**config.mk**
```make
export PLATFORM = sky130hd
export DESIGN_NAME = bsa_ctrl
export DESIGN_NICKNAME = d
export VERILOG_FILES = /design/src/rtl/bsa_pkg.sv /design/src/rtl/bsa_ctrl.sv
export SDC_FILE = /design/constraint.sdc
export NUM_CORES = 1
export LEC_CHECK = 0
export BUFFER_PORTS_ARGS = -buffer_cell sky130_fd_sc_hd__buf_2
export CAP_MARGIN = 20
export CORE_AREA = 2 2 39 41
export CTS_CLUSTER_SIZE = 40
export DETAILED_ROUTE_END_ITERATION = 10
export DIE_AREA = 0 0 41 43
export PLACE_DENSITY = 0.55
export SETUP_SLACK_MARGIN = 0.3
export SLEW_MARGIN = 20
export SYNTH_ARGS = -nofsm -noshare
export SYNTH_HDL_FRONTEND = slang
export SYNTH_SLANG_ARGS = --single-unit
```
**constraint.sdc**
```tcl
create_clock -name clk -period 1.25 [get_ports clk]
set_clock_uncertainty 0.1 [all_clocks]
set_input_delay 0.1875 -clock clk [delete_from_list [all_inputs] [get_ports clk]]
set_output_delay 0.1875 -clock clk [all_outputs]
set_load 0.02 [all_outputs]
```
**src/rtl/bsa_pkg.sv**
```systemverilog
// ----------------------------------------------------------------------------
// Bitmap slot allocator package
// Sizes, status codes and the types shared by the allocator modules.
// ----------------------------------------------------------------------------
`timescale 1ns / 1ps

package bsa_pkg;

    localparam int SLOTS     = 1024;
    localparam int SLOT_W    = $clog2(SLOTS);
    localparam int CNT_W     = SLOT_W + 1;
    localparam int ROW_BITS  = 32;
    localparam int ROW_W     = $clog2(ROW_BITS);
    localparam int ROWS      = SLOTS / ROW_BITS;
    localparam int ROWADDR_W = $clog2(ROWS);

    localparam logic [CNT_W-1:0] END_MARK = CNT_W'(SLOTS);

    localparam logic FN_ALLOC = 1'b0;
    localparam logic FN_FREE  = 1'b1;

    localparam logic [1:0] ST_OK       = 2'd0;
    localparam logic [1:0] ST_FULL     = 2'd1;
    localparam logic [1:0] ST_NOT_USED = 2'd2;

    typedef struct packed {
        logic              func;
        logic [CNT_W-1:0]  count;
        logic [SLOT_W-1:0] start_slot;
    } req_t;

    typedef struct packed {
        logic [CNT_W-1:0]  granted;
        logic [SLOT_W-1:0] head_slot;
        logic [1:0]        status;
        logic [CNT_W-1:0]  used_after;
    } rsp_t;

    typedef struct packed {
        logic accept;
        logic start_scan;
        logic rd;
        logic grant;
        logic skip;
        logic clear;
        logic set_full;
        logic set_bad;
        logic load_out;
    } cmd_t;

    typedef struct packed {
        logic func;
        logic full;
        logic count_zero;
        logic found;
        logic last;
        logic bit_used;
        logic link_end;
        logic link_bad;
    } sts_t;

endpackage

```
**src/rtl/bsa_ctrl.sv**
```systemverilog
// ----------------------------------------------------------------------------
// Bitmap slot allocator controller
// Sequences allocate scans and free walks, owns the handshakes.
// ----------------------------------------------------------------------------
`timescale 1ns / 1ps

module bsa_ctrl (
    input  logic          clk,
    input  logic          rst_n,
    input  logic          req_valid,
    output logic          req_stall,
    output logic          rsp_valid,
    input  logic          rsp_stall,
    input  bsa_pkg::sts_t sts,
    output bsa_pkg::cmd_t cmd
);

    localparam logic [2:0] S_IDLE   = 3'd0;
    localparam logic [2:0] S_DECODE = 3'd1;
    localparam logic [2:0] S_A_RD   = 3'd2;
    localparam logic [2:0] S_A_CHK  = 3'd3;
    localparam logic [2:0] S_F_RD   = 3'd4;
    localparam logic [2:0] S_F_CHK  = 3'd5;
    localparam logic [2:0] S_FIN    = 3'd6;

    logic [2:0] state_reg;
    logic [2:0] state_next;
    logic       out_valid_reg;
    logic       out_valid_next;

    always_comb
    begin
        state_next     = state_reg;
        out_valid_next = out_valid_reg && rsp_stall;
        cmd            = '0;
        case (state_reg)
            S_IDLE:
            begin
                if (req_valid)
                begin
                    cmd.accept = 1'b1;
                    state_next = S_DECODE;
                end
            end
            S_DECODE:
            begin
                if (sts.func)
                begin
                    state_next = S_F_RD;
                end
                else if (sts.full)
                begin
                    cmd.set_full = 1'b1;
                    state_next   = S_FIN;
                end
                else if (sts.count_zero)
                begin
                    state_next = S_FIN;
                end
                else
                begin
                    cmd.start_scan = 1'b1;
                    state_next     = S_A_RD;
                end
            end
            S_A_RD:
            begin
                cmd.rd     = 1'b1;
                state_next = S_A_CHK;
            end
            S_A_CHK:
            begin
                if (sts.found)
                begin
                    cmd.grant  = 1'b1;
                    state_next = sts.last ? S_FIN : S_A_RD;
                end
                else
                begin
                    cmd.skip   = 1'b1;
                    state_next = S_A_RD;
                end
            end
            S_F_RD:
            begin
                cmd.rd     = 1'b1;
                state_next = S_F_CHK;
            end
            S_F_CHK:
            begin
                if (!sts.bit_used)
                begin
                    cmd.set_bad = 1'b1;
                    state_next  = S_FIN;
                end
                else
                begin
                    cmd.clear = 1'b1;
                    if (sts.link_end)
                    begin
                        state_next = S_FIN;
                    end
                    else if (sts.link_bad)
                    begin
                        cmd.set_bad = 1'b1;
                        state_next  = S_FIN;
                    end
                    else
                    begin
                        state_next = S_F_RD;
                    end
                end
            end
            S_FIN:
            begin
                if (!out_valid_reg || !rsp_stall)
                begin
                    cmd.load_out   = 1'b1;
                    out_valid_next = 1'b1;
                    state_next     = S_IDLE;
                end
            end
            default:
            begin
                state_next = S_IDLE;
            end
        endcase
    end

    always_ff @(posedge clk or negedge rst_n)
    begin
        if (!rst_n)
        begin
            state_reg     <= S_IDLE;
            out_valid_reg <= 1'b0;
        end
        else
        begin
            state_reg     <= state_next;
            out_valid_reg <= out_valid_next;
        end
    end

    assign req_stall = (state_reg != S_IDLE);
    assign rsp_valid = out_valid_reg;

endmodule

```
Word level (Yosys, flattened, before mapping)
Cells that the tools add are included.
{ "totals": {"input_bits": 12, "elab_cells": 52, "regBits": 4, "out_inout_bits": 11} }
{ "op_classes": {"n_reduce_logical": 8, "n_eq_ne": 8, "mux": 34} }
{ "ops": {"columns": ["op", "n"], "rows": [
  ["$mux 3", 9],
  ["$mux 1", 22],
  ["$pmux 3 s7", 1],
  ["$eq 3x3->1 const B", 3],
  ["$eq 3x2->1 const B", 2],
  ["$mux 2", 2],
  ["$ne 2x2->1 const B", 2],
  ["$eq 3x1->1 const B", 1],
  ["$logic_not 3->1", 1],
  ["$reduce_bool 3->1", 1],
  ["$logic_not 1->1", 2],
  ["$reduce_and 2->1", 1],
  ["$reduce_or 2->1", 1],
  ["$logic_and 1x1->1", 1],
  ["$logic_or 1x1->1", 1]
]} }

Longest topological paths before layout
{ "logic_depth": {"word_depth": 4, "ltp_mapped": 4, "depth_no_buf": 3} }

Least setup slack after synthesis
Ideal clock, no wire load.
{ "synth_timing": {"kind": "register -> output", "startpoint": "register state_reg[1]", "endpoint": "output port cmd[8] in the netlist's numbering", "stages_incl_launch_ff": 4, "slack_ns": -0.164, "required_ns": 0.962, "path_buffers": 1, "t_arrival_ns": 1.126, "cell_sequence": "dfrtp_1 > buf_6 > or3_4 > nor2_2"} }
{ "synth_rtl": {"columns": ["element", "line_no", "text"], "rows": [
  ["start, declared", "bsa_ctrl.sv:26", "logic [2:0] state_reg;"],
  ["start signal, assigned", "bsa_ctrl.sv:139", "state_reg <= state_next;"],
  ["end, declared", "bsa_ctrl.sv:15", "output bsa_pkg::cmd_t cmd"]
]} }

==> metrics.txt <==
status=finished, violations left; failing checks=negative setup slack; Finished Cell Area=about 750 µm²; Final WS setup=-0.339 ns; Lkg Pwr=0.364 nW; largest net degree at the start of global routing=9; top cells by area, synth=dfrtp_1 29%, nand2_1 6.5%, a21oi_1 4.3%, nor2b_4 4.0%, and3_1 3.6%; instance count of the mapped netlist=42; num rows=14; Warnings, synthesis=0; H-tree depth=1; Pwr Density=2230 nW/µm²; number of flip-flops in the largest register=3; routed length per instance=around 11 µm; worst-skew pair later-pin latency=between 0.2 and 0.25 ns; drc violations=0; post-route ant nets=0; MaxCap Viol Count=0; initial antenna violation count=0; Slew Viols, Final=0; Worst Path Required=approximately 0.96 ns; clk sinks=4; setup_tns=-3.07 ns; startpoint types=flop; Worst-Margin Slew=~0.23 ns; Worst VDD drop=between 0.0009 and 0.001 V; most common cell after layout, fill and taps aside=buf_4; clock tree buffer depth=2; mapped cell area=between 300 and 400 µm²; Area after DPL=~570 µm²; GPL Wtd Cong=approximately 0.69; vias in the first global route=421; Synth top area share=29.0%; relative slew slack=between 80 and 90%; f_max=about 630 MHz; first-pass GRT wire length=roughly 1.8 mm; flops & latches, synth=4; Mapped Nets=54; Area growth syn-to-layout=118%; Die Wd=between 40 and 50 µm; DRT iter0 DRCs=10; Yosys top cell by area=dfrtp_1; Setup crit end kind=output pin; clock slew at reported path FFs=0.04 ns; Critical Path Fanout Max=8; final hold violations=0; layout cells sized above 1=between 70% and 80%; initial cell density of the core=~25%; sequential fraction of the synthesis area=around 29%; final setup violation count=13; chip height=43 µm; die area=~1800 µm²; Placed Cells=84; Global Route Usage Sum=between 10 and 15%; WS Path Type=flop to output pin; commonest non-fill, non-tap cells in the layout=16 x buf_4, 12 x buf_2, 9 x buf_6; number of nets in the finished design=94; hold slack=roughly 0.11 ns; drt pass-1 iters=4; Avg Inst Size Synth=roughly 8.2 µm²; CTS tree=yes; final WL=roughly 1.1 mm; Antenna diodes=0; min cycle time layout=~1.6 ns; vias=roughly 440; final std cells w/o fill=97; vias per inst=4.57; IO Port Bufs=22; Hold Crit Class=input pin to flop; CTS buffer count=3; area of the core=roughly 1400 µm²; RSZ-0062 raised after global routing=true; GRT overflow=0; synth unique cells=25; IO Count=23; Arrival @ worst endpoint=between 1 and 1.5 ns; clock root buffer=clkbuf_4; period utilization=127%; DP HPWL=684 µm
==> per-stage QoR <==
| step | setup WS (ns) | power (mW) | utilization [%] |
|---|---|---|---|
| global placement | -0.137 | 1.13 | 41.0 |
| global route | -0.388 | 1.82 | 54.4 |
| detailed placement | -0.153 | 1.13 | 41.0 |
| floorplan | -0.112 | 0.926 | - |
| CTS | -0.340 | 1.63 | 53.0 |
| finish | -0.339 | 1.68 | 54.4 |
==> metal layers <==
layer  wire, µm  global-route usage, %  part of all wire [%]
met4          0                   8.00                     0
met1        433                   18.8                    41
met2        558                   23.4                    53
met3         58                   1.57                   5.5
met5          0                      0                     0
==> synth_stat cells <==
cell type / n
xnor2_1: 1
nand4_1: 1
o21ai_1: 1
nor3b_2: 1
nand2b_1: 2
buf_2: 1
and3b_1: 1
nor2_2: 1
nand3b_1: 1
nor3_1: 2
buf_6: 1
nand2b_2: 1
o211ai_2: 1
nand2_1: 6
dfrtp_1: 4
inv_1: 2
a211oi_1: 1
buf_4: 1
nor2b_1: 2
a21oi_1: 3
o311ai_1: 1
or3_4: 1
nor2_1: 3
nor2b_4: 1
and3_1: 2
==> power by group <==
part | leakage (nW) | switching, mW | internal [mW]
registers | 0.0446 | 0.127 | 0.205
clock network | 0.0150 | 0.0610 | 0.120
logic | 0.304 | 0.508 | 0.660
==> cell families after synthesis <==
logic type | count (synthesis) | synth area share [%]
buf+inv | 5 | 9.06
xor+xnor | 1 | 2.54
simple gates | 25 | 45.3
flops | 4 | 29.0
compound gates | 7 | 14.1
==> final timing paths <==
| check | cells past startpoint | slack (ns) | end | start |
|---|---|---|---|---|
| worst max-delay path | 3 | -0.34 | cmd[8] | state_reg[1]$_DFFE_PN0P_ |
| worst min-delay path | 3 | 0.11 | rsp_valid$_DFF_PN0_ | rsp_stall |
| worst max register to register | 7 | -0.24 | rsp_valid$_DFF_PN0_ | state_reg[1]$_DFFE_PN0P_ |
| worst min register to register | 1 | 0.41 | state_reg[0]$_DFFE_PN0P_ | state_reg[0]$_DFFE_PN0P_ |
| max in group asynchronous | 2 | 0.73 | state_reg[1]$_DFFE_PN0P_ | rst_n |
| min in group asynchronous | 2 | 0.18 | state_reg[0]$_DFFE_PN0P_ | rst_n |
==> worst max-delay path, stage by stage, from the launching register on <==
cell     delay, ns
dfrtp_2       0.46
or3_4         0.40
nor2_4        0.09
buf_6         0.11
==> cell type report <==
| cell class | count | area, µm² |
|---|---|---|
| clock buffer | 4 | 26.3 |
| fill | 129 | 631 |
| inverter | 2 | 7.51 |
| multi-input combinational | 33 | 303 |
| sequential | 4 | 105 |
| tap | 16 | 20.0 |
| timing repair buffer | 38 | 292 |
==> repair_timing <==
item	CTS	global route
setup endpoints to repair	15	15
resized for setup	24	5
hold buffers	1	0
endpoints found under the hold margin	4	0
pin swaps	2	1
buffers inserted	7	1
Note: power is estimated with default switching activity, not from simulation.
